File: config.mk
export PLATFORM = sky130hd
export DESIGN_NAME = websocket_frame_deframer_top
export DESIGN_NICKNAME = d
export VERILOG_FILES = /design/src/rtl/wsfd_pkg.sv /design/src/rtl/wsfd_front.sv /design/src/rtl/wsfd_queue.sv /design/src/rtl/wsfd_back.sv /design/src/rtl/websocket_frame_deframer_top.sv
export VERILOG_INCLUDE_DIRS = /design/src /design/src/rtl
export SDC_FILE = /design/constraint.sdc
export NUM_CORES = 1
export LEC_CHECK = 0
export BUFFER_PORTS_ARGS = -buffer_cell sky130_fd_sc_hd__buf_2
export CAP_MARGIN = 20
export CORE_MARGIN = 2
export CORE_UTILIZATION = 45
export CTS_BUF_LIST = sky130_fd_sc_hd__clkbuf_8
export DETAILED_ROUTE_END_ITERATION = 10
export PLACE_DENSITY = 0.71
export SLEW_MARGIN = 40
export SYNTH_ARGS = -nofsm -noshare
export SYNTH_HDL_FRONTEND = slang
export SYNTH_SLANG_ARGS = --single-unit
File: constraint.sdc
create_clock -name clock -period 11.4 [get_ports clock]
set_input_delay 2.28 -clock clock [delete_from_list [all_inputs] [get_ports clock]]
set_output_delay 2.28 -clock clock [all_outputs]
set_load 0.01 [all_outputs]
File: src/rtl/websocket_frame_deframer_top_defines.svh
// assertion macros for the websocket frame deframer
`ifndef WEBSOCKET_FRAME_DEFRAMER_TOP_DEFINES_SVH
`define WEBSOCKET_FRAME_DEFRAMER_TOP_DEFINES_SVH

// condition must hold in the same cycle as the trigger
`define WSFD_ASSERT_NOW(label, clk, rst, pre, post, msg) \
   label: assert property (@(posedge clk) disable iff (rst) (pre) |-> (post)) \
      else $error(msg);

// condition must hold in the cycle after the trigger
`define WSFD_ASSERT_NEXT(label, clk, rst, pre, post, msg) \
   label: assert property (@(posedge clk) disable iff (rst) (pre) |=> (post)) \
      else $error(msg);

`endif

File: src/rtl/wsfd_pkg.sv
// types, constants and helpers shared by the websocket frame deframer
`timescale 1ns / 1ps

package wsfd_pkg;

   // default sizes
   localparam int WSFD_LENGTH_BITS = 64;
   localparam int WSFD_QUEUE_DEPTH = 4;

   // reset value of the payload limit register
   localparam logic [31:0] MAX_PAYLOAD_RESET = 32'd16777216;

   // frame opcodes
   localparam logic [3:0] OPCODE_CONT  = 4'h0;
   localparam logic [3:0] OPCODE_TEXT  = 4'h1;
   localparam logic [3:0] OPCODE_CLOSE = 4'h8;

   // 7-bit length codes that announce an extended length
   localparam logic [6:0] LEN_CODE_16 = 7'd126;
   localparam logic [6:0] LEN_CODE_64 = 7'd127;

   // header layout
   localparam logic [3:0] HDR_BASE_BYTES = 4'd2;
   localparam logic [3:0] KEY_BYTES      = 4'd4;

   typedef enum logic [1:0] {
      KIND_NONE,
      KIND_7,
      KIND_16,
      KIND_64
   } length_kind_type;

   typedef enum logic [1:0] {
      ERR_NONE,
      ERR_CONT_EXPECTED,
      ERR_TOO_LARGE
   } error_type;

   // input beat
   typedef struct packed {
      logic       command;
      logic [7:0] rx_byte;
   } req_type;

   // result beat
   typedef struct packed {
      logic [7:0] payload_byte;
      logic       has_payload;
      logic [3:0] message_type;
      logic       end_of_frame;
      logic       end_of_message;
      error_type  error_code;
      logic       now_closed;
   } rsp_type;

   // entry handed from the parser to the output side
   typedef struct packed {
      logic [7:0] data;
      logic [7:0] key;
      logic       has_payload;
      logic [3:0] message_type;
      logic       end_of_frame;
      logic       end_of_message;
      error_type  error_code;
      logic       now_closed;
   } work_type;

   // number of extended length bytes for a length kind
   function automatic logic [3:0] length_bytes(input length_kind_type kind);
      logic [3:0] n;
      case (kind)
         KIND_16: n = 4'd2;
         KIND_64: n = 4'd8;
         default: n = 4'd0;
      endcase
      return n;
   endfunction

endpackage

File: src/rtl/wsfd_front.sv
// header parser and payload tracker: turns each accepted byte into at most one entry
`timescale 1ns / 1ps

module wsfd_front #(
   parameter int LENGTH_BITS = wsfd_pkg::WSFD_LENGTH_BITS
) (
   input  logic              clock,
   input  logic              reset,
   input  logic              csr_wr_en,
   input  logic [31:0]       csr_wr_data,
   input  logic              accept,
   input  wsfd_pkg::req_type req_data,
   output logic              push_valid,
   output wsfd_pkg::work_type push_data
);
   import wsfd_pkg::*;

   localparam int CMP_BITS = (LENGTH_BITS > 32) ? LENGTH_BITS : 32;

   // state
   logic [31:0]            max_ff;
   logic [3:0]             hdr_ff, hdr_in;
   logic                   fin_ff, fin_in;
   logic                   masked_ff, masked_in;
   length_kind_type        kind_ff, kind_in;
   logic [LENGTH_BITS-1:0] len_ff, len_in;
   logic [7:0]             key_ff [4];
   logic [LENGTH_BITS-1:0] count_ff, count_in;
   logic                   in_payload_ff, in_payload_in;
   logic [3:0]             msg_type_ff, msg_type_in;
   logic                   frag_ff, frag_in;
   logic                   started_ff, started_in;
   logic                   closed_ff, closed_in;

   // header decode
   logic [7:0]             b;
   logic                   masked_new;
   length_kind_type        kind_new;
   logic [LENGTH_BITS-1:0] len_new;
   logic [LENGTH_BITS-1:0] len_shift;
   logic [3:0]             hdr_next;
   logic [3:0]             hlen;
   logic                   hdr_done;
   logic                   len_too_big;
   logic                   in_len_bytes;
   logic [1:0]             key_idx;
   logic                   key_we;
   logic [LENGTH_BITS-1:0] count_inc;

   // action flags
   logic                   do_end;
   logic [7:0]             end_byte;
   logic                   end_has;
   logic                   do_fail;
   error_type              fail_code;
   logic                   closing;

   assign b = req_data.rx_byte;

   // next length byte, saturating at all ones
   assign len_shift = (|len_ff[LENGTH_BITS-1 -: 8]) ? '1 : {len_ff[LENGTH_BITS-9:0], b};

   assign in_len_bytes = hdr_ff < (HDR_BASE_BYTES + length_bytes(kind_ff));
   assign key_idx      = (kind_ff == KIND_16) ? hdr_ff[1:0] : hdr_ff[1:0] + 2'd2;

   // fields of the header byte at the current offset
   always_comb begin
      masked_new = masked_ff;
      kind_new   = kind_ff;
      len_new    = len_ff;
      if (hdr_ff == 4'd1) begin
         masked_new = b[7];
         if (b[6:0] == LEN_CODE_16) begin
            kind_new = KIND_16;
            len_new  = '0;
         end else if (b[6:0] == LEN_CODE_64) begin
            kind_new = KIND_64;
            len_new  = '0;
         end else begin
            kind_new = KIND_7;
            len_new  = {{(LENGTH_BITS-7){1'b0}}, b[6:0]};
         end
      end else if (in_len_bytes) begin
         len_new = len_shift;
      end
   end

   assign hdr_next    = hdr_ff + 4'd1;
   assign hlen        = HDR_BASE_BYTES + length_bytes(kind_new) + (masked_new ? KEY_BYTES : 4'd0);
   assign hdr_done    = hdr_next >= hlen;
   assign len_too_big = CMP_BITS'(len_new) > CMP_BITS'(max_ff);
   assign count_inc   = count_ff + 1'b1;
   assign closing     = fin_ff && (msg_type_ff == OPCODE_CLOSE);

   // per-byte state update and entry generation
   always_comb begin
      hdr_in        = hdr_ff;
      fin_in        = fin_ff;
      masked_in     = masked_ff;
      kind_in       = kind_ff;
      len_in        = len_ff;
      count_in      = count_ff;
      in_payload_in = in_payload_ff;
      msg_type_in   = msg_type_ff;
      frag_in       = frag_ff;
      started_in    = started_ff;
      closed_in     = closed_ff;
      key_we        = 1'b0;
      do_end        = 1'b0;
      end_byte      = 8'd0;
      end_has       = 1'b0;
      do_fail       = 1'b0;
      fail_code     = ERR_NONE;
      push_valid    = 1'b0;
      push_data     = '{data: 8'd0, key: 8'd0, has_payload: 1'b0,
                        message_type: msg_type_ff, end_of_frame: 1'b0,
                        end_of_message: 1'b0, error_code: ERR_NONE,
                        now_closed: 1'b0};

      if (accept && !req_data.command && !closed_ff) begin
         if (in_payload_ff) begin
            // payload byte: unmasking happens on the output side
            count_in               = count_inc;
            push_valid             = 1'b1;
            push_data.data         = b;
            push_data.key          = masked_ff ? key_ff[count_ff[1:0]] : 8'd0;
            push_data.has_payload  = 1'b1;
            if (count_inc >= len_ff) begin
               do_end   = 1'b1;
               end_byte = b;
               end_has  = 1'b1;
            end
         end else if (hdr_ff == 4'd0) begin
            // first header byte: fin and opcode, fragment tracking
            fin_in = b[7];
            if (!started_ff) begin
               frag_in     = !b[7];
               msg_type_in = b[3:0];
               started_in  = 1'b1;
               hdr_in      = 4'd1;
            end else if (frag_ff && (b[3:0] != OPCODE_CONT)) begin
               do_fail   = 1'b1;
               fail_code = ERR_CONT_EXPECTED;
            end else begin
               started_in = 1'b1;
               hdr_in     = 4'd1;
            end
         end else begin
            // length and key bytes
            masked_in = masked_new;
            kind_in   = kind_new;
            len_in    = len_new;
            key_we    = (hdr_ff != 4'd1) && !in_len_bytes;
            hdr_in    = hdr_next;
            if (hdr_done) begin
               if (len_too_big) begin
                  do_fail   = 1'b1;
                  fail_code = ERR_TOO_LARGE;
               end else if (len_new == '0) begin
                  do_end = 1'b1;
               end else begin
                  in_payload_in = 1'b1;
               end
            end
         end
      end

      // error result closes the link
      if (do_fail) begin
         closed_in            = 1'b1;
         push_valid           = 1'b1;
         push_data.error_code = fail_code;
         push_data.now_closed = 1'b1;
      end

      // last result of a frame
      if (do_end) begin
         push_valid               = 1'b1;
         push_data.data           = end_byte;
         push_data.has_payload    = end_has;
         push_data.end_of_frame   = 1'b1;
         push_data.end_of_message = fin_ff;
         push_data.now_closed     = closing;
         if (fin_ff) begin
            msg_type_in = OPCODE_TEXT;
            frag_in     = 1'b0;
            started_in  = 1'b0;
         end
         hdr_in        = 4'd0;
         fin_in        = 1'b0;
         masked_in     = 1'b0;
         kind_in       = KIND_NONE;
         len_in        = '0;
         count_in      = '0;
         in_payload_in = 1'b0;
         if (closing) begin
            closed_in = 1'b1;
         end
      end

      // reopen clears all parse state
      if (accept && req_data.command) begin
         hdr_in        = 4'd0;
         fin_in        = 1'b0;
         masked_in     = 1'b0;
         kind_in       = KIND_NONE;
         len_in        = '0;
         count_in      = '0;
         in_payload_in = 1'b0;
         msg_type_in   = OPCODE_TEXT;
         frag_in       = 1'b0;
         started_in    = 1'b0;
         closed_in     = 1'b0;
      end
   end

   // control state
   always_ff @(posedge clock) begin
      if (reset) begin
         max_ff        <= MAX_PAYLOAD_RESET;
         hdr_ff        <= 4'd0;
         fin_ff        <= 1'b0;
         masked_ff     <= 1'b0;
         kind_ff       <= KIND_NONE;
         len_ff        <= '0;
         count_ff      <= '0;
         in_payload_ff <= 1'b0;
         msg_type_ff   <= OPCODE_TEXT;
         frag_ff       <= 1'b0;
         started_ff    <= 1'b0;
         closed_ff     <= 1'b0;
      end else begin
         if (csr_wr_en) begin
            max_ff <= csr_wr_data;
         end
         hdr_ff        <= hdr_in;
         fin_ff        <= fin_in;
         masked_ff     <= masked_in;
         kind_ff       <= kind_in;
         len_ff        <= len_in;
         count_ff      <= count_in;
         in_payload_ff <= in_payload_in;
         msg_type_ff   <= msg_type_in;
         frag_ff       <= frag_in;
         started_ff    <= started_in;
         closed_ff     <= closed_in;
      end
   end

   // masking key bytes
   always_ff @(posedge clock) begin
      if (key_we) begin
         key_ff[key_idx] <= b;
      end
   end

endmodule

File: src/rtl/wsfd_queue.sv
// short queue of parsed entries between the parser and the output side
`timescale 1ns / 1ps

module wsfd_queue #(
   parameter int DEPTH = wsfd_pkg::WSFD_QUEUE_DEPTH
) (
   input  logic               clock,
   input  logic               reset,
   input  logic               push,
   input  wsfd_pkg::work_type push_data,
   output logic               full,
   input  logic               pop,
   output wsfd_pkg::work_type pop_data,
   output logic               empty
);
   import wsfd_pkg::*;

   localparam int PTR_BITS   = (DEPTH > 1) ? $clog2(DEPTH) : 1;
   localparam int COUNT_BITS = $clog2(DEPTH + 1);

   work_type              entry_ff [DEPTH];
   logic [PTR_BITS-1:0]   wr_ptr_ff, wr_ptr_in;
   logic [PTR_BITS-1:0]   rd_ptr_ff, rd_ptr_in;
   logic [COUNT_BITS-1:0] count_ff, count_in;
   logic                  do_push;
   logic                  do_pop;

   assign full     = count_ff == COUNT_BITS'(DEPTH);
   assign empty    = count_ff == '0;
   assign do_push  = push && !full;
   assign do_pop   = pop && !empty;
   assign pop_data = entry_ff[rd_ptr_ff];

   // pointer and fill count update
   always_comb begin
      wr_ptr_in = wr_ptr_ff;
      rd_ptr_in = rd_ptr_ff;
      count_in  = count_ff;
      if (do_push) begin
         wr_ptr_in = (wr_ptr_ff == PTR_BITS'(DEPTH - 1)) ? '0 : wr_ptr_ff + 1'b1;
      end
      if (do_pop) begin
         rd_ptr_in = (rd_ptr_ff == PTR_BITS'(DEPTH - 1)) ? '0 : rd_ptr_ff + 1'b1;
      end
      if (do_push && !do_pop) begin
         count_in = count_ff + 1'b1;
      end else if (do_pop && !do_push) begin
         count_in = count_ff - 1'b1;
      end
   end

   always_ff @(posedge clock) begin
      if (reset) begin
         wr_ptr_ff <= '0;
         rd_ptr_ff <= '0;
         count_ff  <= '0;
      end else begin
         wr_ptr_ff <= wr_ptr_in;
         rd_ptr_ff <= rd_ptr_in;
         count_ff  <= count_in;
      end
   end

   // entry storage
   always_ff @(posedge clock) begin
      if (do_push) begin
         entry_ff[wr_ptr_ff] <= push_data;
      end
   end

endmodule

File: src/rtl/wsfd_back.sv
// output side: unmasks queued entries into the result register
`timescale 1ns / 1ps

module wsfd_back (
   input  logic               clock,
   input  logic               reset,
   input  logic               q_empty,
   input  wsfd_pkg::work_type q_data,
   output logic               q_pop,
   output logic               empty,
   input  logic               pop,
   output wsfd_pkg::rsp_type  rsp_data
);
   import wsfd_pkg::*;

   logic    valid_ff, valid_in;
   rsp_type rsp_ff, rsp_in;
   logic    load;

   // refill the result register when it is free or being taken
   assign load  = !q_empty && (!valid_ff || pop);
   assign q_pop = load;

   always_comb begin
      valid_in = load || (valid_ff && !pop);
      rsp_in   = rsp_ff;
      if (load) begin
         rsp_in.payload_byte   = q_data.data ^ q_data.key;
         rsp_in.has_payload    = q_data.has_payload;
         rsp_in.message_type   = q_data.message_type;
         rsp_in.end_of_frame   = q_data.end_of_frame;
         rsp_in.end_of_message = q_data.end_of_message;
         rsp_in.error_code     = q_data.error_code;
         rsp_in.now_closed     = q_data.now_closed;
      end
   end

   always_ff @(posedge clock) begin
      if (reset) begin
         valid_ff <= 1'b0;
      end else begin
         valid_ff <= valid_in;
      end
   end

   always_ff @(posedge clock) begin
      rsp_ff <= rsp_in;
   end

   assign empty    = !valid_ff;
   assign rsp_data = rsp_ff;

endmodule

File: src/rtl/websocket_frame_deframer_top.sv
// Websocket frame deframer: takes one received byte per cycle (push/full) while
// full is low, parses the frame header, and delivers unmasked payload bytes,
// zero-length frame markers and error results as beats on the result side
// (empty/pop). While full is low a new byte is taken every cycle; the per-byte
// work is one header/payload state update in the parser, whose widest path is the
// payload count increment and compare against the frame length. A result is
// written into the entry queue at the edge that accepts its byte, and moves on
// into the output register, from which it can be popped, once that register is
// free or being popped. full rises only when the entry queue (QUEUE_DEPTH
// entries) has filled because results are not being popped. The payload limit
// register may be written only while idle.
`timescale 1ns / 1ps
`include "websocket_frame_deframer_top_defines.svh"

module websocket_frame_deframer_top #(
   parameter int LENGTH_BITS = wsfd_pkg::WSFD_LENGTH_BITS,
   parameter int QUEUE_DEPTH = wsfd_pkg::WSFD_QUEUE_DEPTH
) (
   input  logic              clock,
   input  logic              reset,
   input  logic              push,
   output logic              full,
   input  wsfd_pkg::req_type req_data,
   output logic              empty,
   input  logic              pop,
   output wsfd_pkg::rsp_type rsp_data,
   input  logic              csr_wr_en,
   input  logic [31:0]       csr_wr_data
);
   import wsfd_pkg::*;

   logic     accept;
   logic     push_valid;
   work_type push_entry;
   logic     q_full;
   logic     q_empty;
   logic     q_pop;
   work_type q_data;

   assign full   = q_full;
   assign accept = push && !q_full;

   // parser
   wsfd_front #(
      .LENGTH_BITS (LENGTH_BITS)
   ) u_front (
      .clock       (clock),
      .reset       (reset),
      .csr_wr_en   (csr_wr_en),
      .csr_wr_data (csr_wr_data),
      .accept      (accept),
      .req_data    (req_data),
      .push_valid  (push_valid),
      .push_data   (push_entry)
   );

   // entry queue
   wsfd_queue #(
      .DEPTH (QUEUE_DEPTH)
   ) u_queue (
      .clock     (clock),
      .reset     (reset),
      .push      (push_valid),
      .push_data (push_entry),
      .full      (q_full),
      .pop       (q_pop),
      .pop_data  (q_data),
      .empty     (q_empty)
   );

   // unmask and result register
   wsfd_back u_back (
      .clock    (clock),
      .reset    (reset),
      .q_empty  (q_empty),
      .q_data   (q_data),
      .q_pop    (q_pop),
      .empty    (empty),
      .pop      (pop),
      .rsp_data (rsp_data)
   );

   // checks
   `WSFD_ASSERT_NOW(a_no_push_when_full, clock, reset, push_valid, !q_full,
                    "entry pushed into a full queue")
   `WSFD_ASSERT_NEXT(a_result_loads, clock, reset, !q_empty && empty, !empty,
                     "queued entry not moved to result register")
   `WSFD_ASSERT_NOW(a_error_closes, clock, reset,
                    !empty && (rsp_data.error_code != ERR_NONE),
                    rsp_data.now_closed && !rsp_data.end_of_frame && !rsp_data.has_payload,
                    "error result with wrong marks")
   `WSFD_ASSERT_NOW(a_eom_needs_eof, clock, reset, !empty && rsp_data.end_of_message,
                    rsp_data.end_of_frame, "end of message without end of frame")

endmodule
==> results of run 1 <==
==> layout make-up <==
| class | instances | area, um2 | share of cell area |
|---|---|---|---|
| Antenna cell | 1 | 2.502 | 0.0001273 |
| Clock buffer | 63 | 867.1 | 0.04410 |
| Clock inverter | 36 | 167.7 | 0.008528 |
| Inverter | 140 | 525.5 | 0.02673 |
| Multi-Input combinational cell | 1214 | 8484 | 0.4316 |
| Sequential cell | 342 | 8391 | 0.4268 |
| Tap cell | 518 | 648.1 | 0.03297 |
| Timing Repair Buffer | 84 | 574.3 | 0.02921 |
==> cells in the final DEF (no fill, tap or decap), types with 6 or more instances in the layout <==
cell type and count:
mux2i_1 41, nor3_1 24, ha_1 113, xnor2_1 71, o22ai_1 7, nor2b_1 13
o21ai_0 47, dfxtp_1 186, buf_4 13, a21oi_1 109, nor4_1 7, clkbuf_8 63
and4_1 8, nor2_1 252, and3_1 19, nand3_1 58, and2_1 12, clkinv_1 10
edfxtp_1 154, buf_2 64, a21o_1 30, inv_1 156, a211oi_1 13, nand2_1 113
o221ai_1 36, or3_1 8, mux4_2 26, nand4_1 47, clkinv_2 6, xor2_1 90
==> routing by layer <==
metal,global-route usage,vias to the layer above,wire (um)
li1,-,6404,-
met1,0.2476,6341,17410
met2,0.3301,345,19160
met3,0.03499,79,2151
met4,0.06591,0,1000
met5,0,-,0
==> state kept, by name, summed over array words and instances, names as in the netlist, 2 cells and up, named ones only <==
signal,count
u_queue.entry_ff,104
u_front.count_ff,64
u_front.len_ff,64
u_front.key_ff,32
u_front.max_ff,32
u_back.rsp_data,18
u_front.hdr_ff,4
u_front.msg_type_ff,4
u_queue.count_ff,3
u_front.kind_ff,2
u_queue.rd_ptr_ff,2
u_queue.wr_ptr_ff,2
==> power by group <==
part	leakage (nW)	internal (mW)	switching, mW	total [mW]
Sequential	2.92	1.35	0.0543	1.41
Combinational	4.08	0.162	0.212	0.374
Clock	0.593	0.505	0.482	0.986
==> synthesized netlist by cell type, drive strengths merged (26+ instances only) <==
master  count
clkbuf     62
dfxtp     188
a21oi     110
edfxtp    154
nand3      59
nor3       28
o21ai      49
nand4      48
xnor2      71
nor2      253
mux2i      41
nand2     114
xor2       90
ha        113
a21o       30
mux4       26
o221ai     36
inv       139
==> cell families after synthesis <==
| kind of cell | after synthesis | synth area share |
|---|---|---|
| adders and majority gates | 114 | 0.08121 |
| AOI/OAI and AO/OA | 275 | 0.09836 |
| and+or+nand+nor | 595 | 0.1585 |
| muxes | 69 | 0.05790 |
| DFF | 342 | 0.4751 |
| buffers and inverters | 224 | 0.04904 |
| xor gates and xnor gates | 161 | 0.07987 |
==> worst paths after layout <==
path                                   startpoint                          endpoint  slack [ns]  cells past startpoint
setup / recovery   u_front.hdr_ff[0]$_SDFFE_PP0P_  u_queue.count_ff[1]$_SDFFE_PP0P_        4.82                     22
hold / removal    u_front.len_ff[35]$_SDFFE_PP0P_   u_front.len_ff[35]$_SDFFE_PP0P_        0.47                      2
setup reg to reg   u_front.hdr_ff[0]$_SDFFE_PP0P_  u_queue.count_ff[1]$_SDFFE_PP0P_        4.82                     22
hold reg to reg   u_front.len_ff[35]$_SDFFE_PP0P_   u_front.len_ff[35]$_SDFFE_PP0P_        0.47                      2
==> critical path: stages, from the launching register on <==
cell	delay (ns)
dfxtp_1	0.48
ha_1	0.22
or3b_2	0.72
buf_4	0.36
o21ai_1	0.43
nor2_1	0.10
nor3_1	0.42
ha_1	0.33
nor2b_1	0.14
o211ai_1	0.15
a21boi_0	0.10
o311ai_0	0.31
a31oi_1	0.23
nor4_4	0.46
nor3_2	0.14
a2111oi_4	0.60
buf_4	0.26
inv_1	0.07
ha_1	0.21
inv_1	0.07
fa_1	0.42
mux2i_1	0.14
nor2_1	0.06
==> per-stage QoR <==
stage               instance area [um2]  power [mW]
floorplan                         17660       1.675
global placement                  18440       1.800
detailed placement                18520       1.807
CTS                               19550       2.797
global route                      19660       2.899
finish                            19660       2.767
==> results.txt, run 1 <==
IO Port Bufs - 65
crit path DAT - 7.05 ns
Clock Skew - 0.04103 ns
Post-synth EDFFs - 154
initial antenna violation count - 1
FP Rows - 72
clk sink count - 342
Worst Hold Slack - 0.4693 ns
setup_tns - 0 ns
RSZ-0062 raised after global routing - false
Initial Utilization - 0.4568
maxcap violations - 0
post-placement cell count - 2,293
die footprint - 40,830 um2
Final Slew Violations - 0
total CTS buffers - 56
leakage - 7.593 nW
GPL Wtd Cong - 0.8754
# H-tree levels - 2
Final Hold Viols - 0
postcts setup bufs - 0
endpoints failing setup - 0
largest area contributor in the netlist - edfxtp_1
Area Overhead vs Synth - 11.35%
outcome - completed
DR vias - 13,169
Die Wd - 202.1 um
Mapped Cells - 1,780
Die Y-Extent - 202.1 um
pre-CTS setup slack - 4.197 ns
setup slack after layout - 4.820 ns
Final Non-Filler Cells - 2,398
Worst Max-Slew Pin Slew - 0.8605 ns
crit start category - register
CTS tree - done
Synth top area share - 0.2619
detailed-route wire length - 39.72 mm
yosys warns - 0
Fillers - 3,481
Area contributors post-synth - edfxtp_1 (26%), dfxtp_1 (21%), ha_1 (8.0%)
final core occ - 0.5087
CP Class - reg2reg
worst vdd ir - 0.00008979 V
Ports - 66
drt first pass iters - 7
Mapped Nets - 1,940
synthesized flop and latch total - 342
CP Max Fanout - 34
Routed Antenna Nets - 0
syn_area_per_cell - 9.919 um2
WL/cell - 16.57 um
Remaining DRCs - 0
Cell Pwr Density - 140.7 nW/um2
CTS max path bufs - 3
crit path capture type - register
Max Fclk - 0.1520 GHz
gr usage total - 0.1935
post-synthesis sequential area ratio - 0.4751
clock latency on the worst-skew pair - 0.62 ns
hold-fix buffers at CTS - 0
global route total overflow - 0
first-pass GRT wire length - 64.70 mm
Initial DRC Count - 1,047
DP HPWL - 27.55 mm
final net count - 1,998
vias per cell - 5.492
crit path time final - 6.580 ns
PostCTS Resize Cnt - 0
Post-Syn Area - 17,660 um2
layout cell share with drive strength beyond 1 - 0.1128
WP data required - 11.87 ns
fin crit share - 0.5772
vias in the first global route - 12,926
Slew HR - 0.4237
HP Class - reg2reg
clk slew on worst S/H paths - 0.06 ns
largest net degree at the start of global routing - 104
synth unique cells - 63
root buf cell - clkbuf_8
Core Region - 38,650 um2
post-synthesis async set-or-reset flop share - 0
Synth Flop Type - dfxtp_1
Power figures use the tool's default switching activity.
==> inputs of run 2 (changes only) <==
--- a/config.mk
+++ b/config.mk
@@ -6,6 +6,7 @@
 export SDC_FILE = /design/constraint.sdc
 export NUM_CORES = 1
 export LEC_CHECK = 0
+export ABC_AREA = 1
 export BUFFER_PORTS_ARGS = -buffer_cell sky130_fd_sc_hd__buf_2
 export CAP_MARGIN = 20
 export CORE_MARGIN = 2
==> constraint.sdc (replaced) <==
create_clock -name clock -period 6.51 [get_ports clock]
set_input_delay 1.302 -clock clock [delete_from_list [all_inputs] [get_ports clock]]
set_output_delay 1.302 -clock clock [all_outputs]
set_load 0.01 [all_outputs]
==> run 2 against run 1 <==
Effect of this change: clock-buffer cell count up 1; final area grew 4.6%; largest power group unchanged; hold slack got worse by 0.0095 ns; clock skew fell by 0.015 ns; critical path type unchanged; worst setup slack got worse by 3.7 ns; area after synthesis grew 4.9%; highest routed layer unchanged; routed wire length rose by 16%; sequential power is 76% higher.
==> results.txt, run 2 <==
DP HPWL - 33.13 mm (+20%)
Crit. path cell count - 26 (+18%)
hold depth - 2 (unchanged)
synth unique cells - 37 (-41%)
crit start category - register
switching power - 2.265 mW (+200%)
largest area contributor in the netlist - edfxtp_1
IO Port Bufs - 65 (unchanged)
CP Class - reg2reg
total CTS buffers - 57 (+1.8%)
PostCTS Resize Cnt - 0 (unchanged)
CP delay by family, top - simple AND/OR/NAND/NOR gates
post-synthesis async set-or-reset flop share - 0 (unchanged)
Remaining DRCs - 0 (unchanged)
Ports - 66 (unchanged)
die footprint - 42,810 um2 (+4.8%)
P_int - 4.142 mW (+110%)
clock latency on the worst-skew pair - 0.66 ns (+0.04 ns)
vias in the first global route - 14,948 (+16%)
post-placement cell count - 2,912 (+27%)
hold-fix buffers at CTS - 0 (unchanged)
Clock Skew - 0.02573 ns (-0.01530 ns)
maxcap violations - 0 (unchanged)
most frequent cells after synthesis - nand2_1 (443), inv_1 (326), nor2_1 (300)
GPL Wtd Cong - 0.9575 (+9.4%)
CTS max path bufs - 3 (unchanged)
yosys warns - 0 (unchanged)
Sequential Power Share - 0.388 (-0.120)
layout cell share with drive strength beyond 1 - 0.08290 (-0.02993)
most used cell, CP - nand2_1
final instance area - 20,560 um2 (+4.6%)
placed instance area - 19,380 um2 (+4.6%)
Area Overhead vs Synth - 10.99%
fin crit share - 0.8264 (+0.2492)
most frequent cells in the layout - nand2_1 (442), inv_1 (342), nor2_1 (294)
R2R Setup Slk - 1.13 ns (-3.69 ns)
Die Y-Extent - 206.9 um (+2.4%)
syn_area_per_cell - 7.778 um2 (-22%)
pre-CTS setup slack - 1.251 ns (-2.946 ns)
RSZ-0062 raised after global routing - false
Initial DRC Count - 1,106 (+5.6%)
largest net degree at the start of global routing - 81 (-22%)
Synth top area share - 0.2496 (-0.01231)
crit path time final - 5.380 ns (-1.201 ns)
outcome - completed
crit path DAT - 5.91 ns (-1.14 ns)
Clk pwr share - 0.306 (-0.050)
max reg flops - 104 (unchanged)
endpoints failing setup - 0 (unchanged)
worst r2r path cells - 26 (+18%)
delay of the slowest cell on the worst path - 0.56 ns (-0.16 ns)
setup slack after layout - 1.130 ns (-3.689 ns)
most common cell in the netlist - nand2_1
Initial Utilization - 0.4548 (-0.002084)
Post-synth EDFFs - 154 (unchanged)
Comb pwr share - 0.306 (+0.171)
vias per cell - 5.220 (-5.0%)
gr usage total - 0.2216 (+0.02812)
Routed Antenna Nets - 0 (unchanged)
Area contributors post-synth - edfxtp_1 (25%), dfxtp_1 (20%), nand2_1 (9.0%)
setup_tns - 0 ns (unchanged)
WP data required - 7.04 ns (-4.83 ns)
Cell Pwr Density - 311.6 nW/um2 (+120%)
slowest cell on the critical path - nor4_1
synthesized flop and latch total - 342 (unchanged)
Core Region - 40,740 um2 (+5.4%)
crit path capture type - register
clk slew on worst S/H paths - 0.07 ns (about the same)
Worst Max-Slew Pin Slew - 0.8206 ns (-0.03982 ns)
Final Non-Filler Cells - 3,018 (+26%)
CP Max Fanout - 32 (-5.9%)
worst vdd ir - 0.0001717 V (+91%)
sw frac - 0.3535 (+0.08321)
WL/cell - 15.33 um (-7.5%)
Final Slew Violations - 0 (unchanged)
Die Wd - 206.9 um (+2.4%)
clk sink count - 342 (unchanged)
final core occ - 0.5047 (-0.003979)
global route total overflow - 0 (unchanged)
leading cell type in the layout, fill and taps excluded - nand2_1
Max Fclk - 0.1859 GHz (+22%)
drt first pass iters - 5 (-2)
largest registers - u_queue.entry_ff: 104 flops, u_front.count_ff: 64 flops, u_front.len_ff: 64 flops
first-pass GRT wire length - 75.46 mm (+17%)
Synth Flop Type - dfxtp_1
Pwr Total - 6.407 mW (+130%)
Slew HR - 0.4499 (+0.02625)
# H-tree levels - 2 (unchanged)
Mapped Cells - 2,382 (+34%)
Final Hold Viols - 0 (unchanged)
Buf+Inv Stages, Crit Path - 3 (-1)
Mapped Nets - 2,542 (+31%)
CTS tree - done
leakage - 8.671 nW (+14%)
HP Class - reg2reg
root buf cell - clkbuf_8
final net count - 2,599 (+30%)
Fillers - 3,959 (+14%)
postcts setup bufs - 0 (unchanged)
Worst Hold Slack - 0.4598 ns (-0.009454 ns)
post-synthesis sequential area ratio - 0.4528 (-0.02233)
Post-Syn Area - 18,530 um2 (+4.9%)
DR vias - 15,753 (+20%)
largest register by flop count - u_queue.entry_ff
initial antenna violation count - 0 (-1)
detailed-route wire length - 46.26 mm (+16%)
FP Rows - 74 (+2.8%)
run 2: changes by cell type in the layout (fill, tap and decap cells not counted), moves of 36 or more:
cell / previous run / this run
o21ai_0: 47 / 224
a21oi_1: 109 / 208
o221ai_1: 36 / 0
xnor2_1: 71 / 4
nand2_1: 113 / 442
inv_1: 156 / 342
mux2i_1: 41 / 0
nor2_1: 252 / 294
run 2: final timing paths:
kind	end	startpoint
worst max-delay path	u_queue.count_ff[2]$_SDFFE_PP0P_	u_front.kind_ff[1]$_SDFFE_PP0P_
worst max register to register	u_queue.count_ff[2]$_SDFFE_PP0P_	u_front.kind_ff[1]$_SDFFE_PP0P_
worst min register to register	u_front.max_ff[19]$_SDFFE_PP0P_	u_front.max_ff[19]$_SDFFE_PP0P_
worst min-delay path	u_front.max_ff[19]$_SDFFE_PP0P_	u_front.max_ff[19]$_SDFFE_PP0P_
run 2: cell families after synthesis:
family,after synthesis,synth area share
XOR/XNOR,69,0.03262
AND/OR/NAND/NOR,923,0.2054
adder cells (fa/ha/maj),114,0.07740
buffers and inverters,432,0.09246
AO/OA/AOI/OAI,502,0.1394
flip-flops,342,0.4528
run 2: cell type report:
| cell class | instances | area, um2 | share of cell area |
|---|---|---|---|
| multi-input cells | 1608 | 8463 | 0.4116 |
| repair buffers | 92 | 590.6 | 0.02872 |
| clock buffers | 64 | 880.8 | 0.04284 |
| diodes | 1 | 2.502 | 0.0001217 |
| well taps | 532 | 665.6 | 0.03237 |
| clock inverters | 41 | 302.8 | 0.01473 |
| inverters | 338 | 1269 | 0.06170 |
| flip-flops and latches | 342 | 8388 | 0.4079 |
run 2: worst min-delay path: stages (launching register included):
cell and delay, ns:
dfxtp_1 0.29, inv_1 0.06, a21oi_1 0.06
run 2: power by group through the flow:
stage	Sequential (mW)	Clock, mW	Combinational [mW]
after CTS	2.49	2.02	1.96
final	2.48	1.96	1.96
after detailed placement	2.53	0	1.94
after global routing	2.50	2.11	2.27
after floorplan	2.55	0	1.42
after global placement	2.53	0	1.88
run 2: routing by layer:
layer | part of all wire | global-route usage | routed length [um]
met5 | 0 | 0 | 0
met4 | 0.030 | 0.08409 | 1371
met3 | 0.052 | 0.03626 | 2387
met2 | 0.46 | 0.3670 | 21510
met1 | 0.45 | 0.2913 | 21000
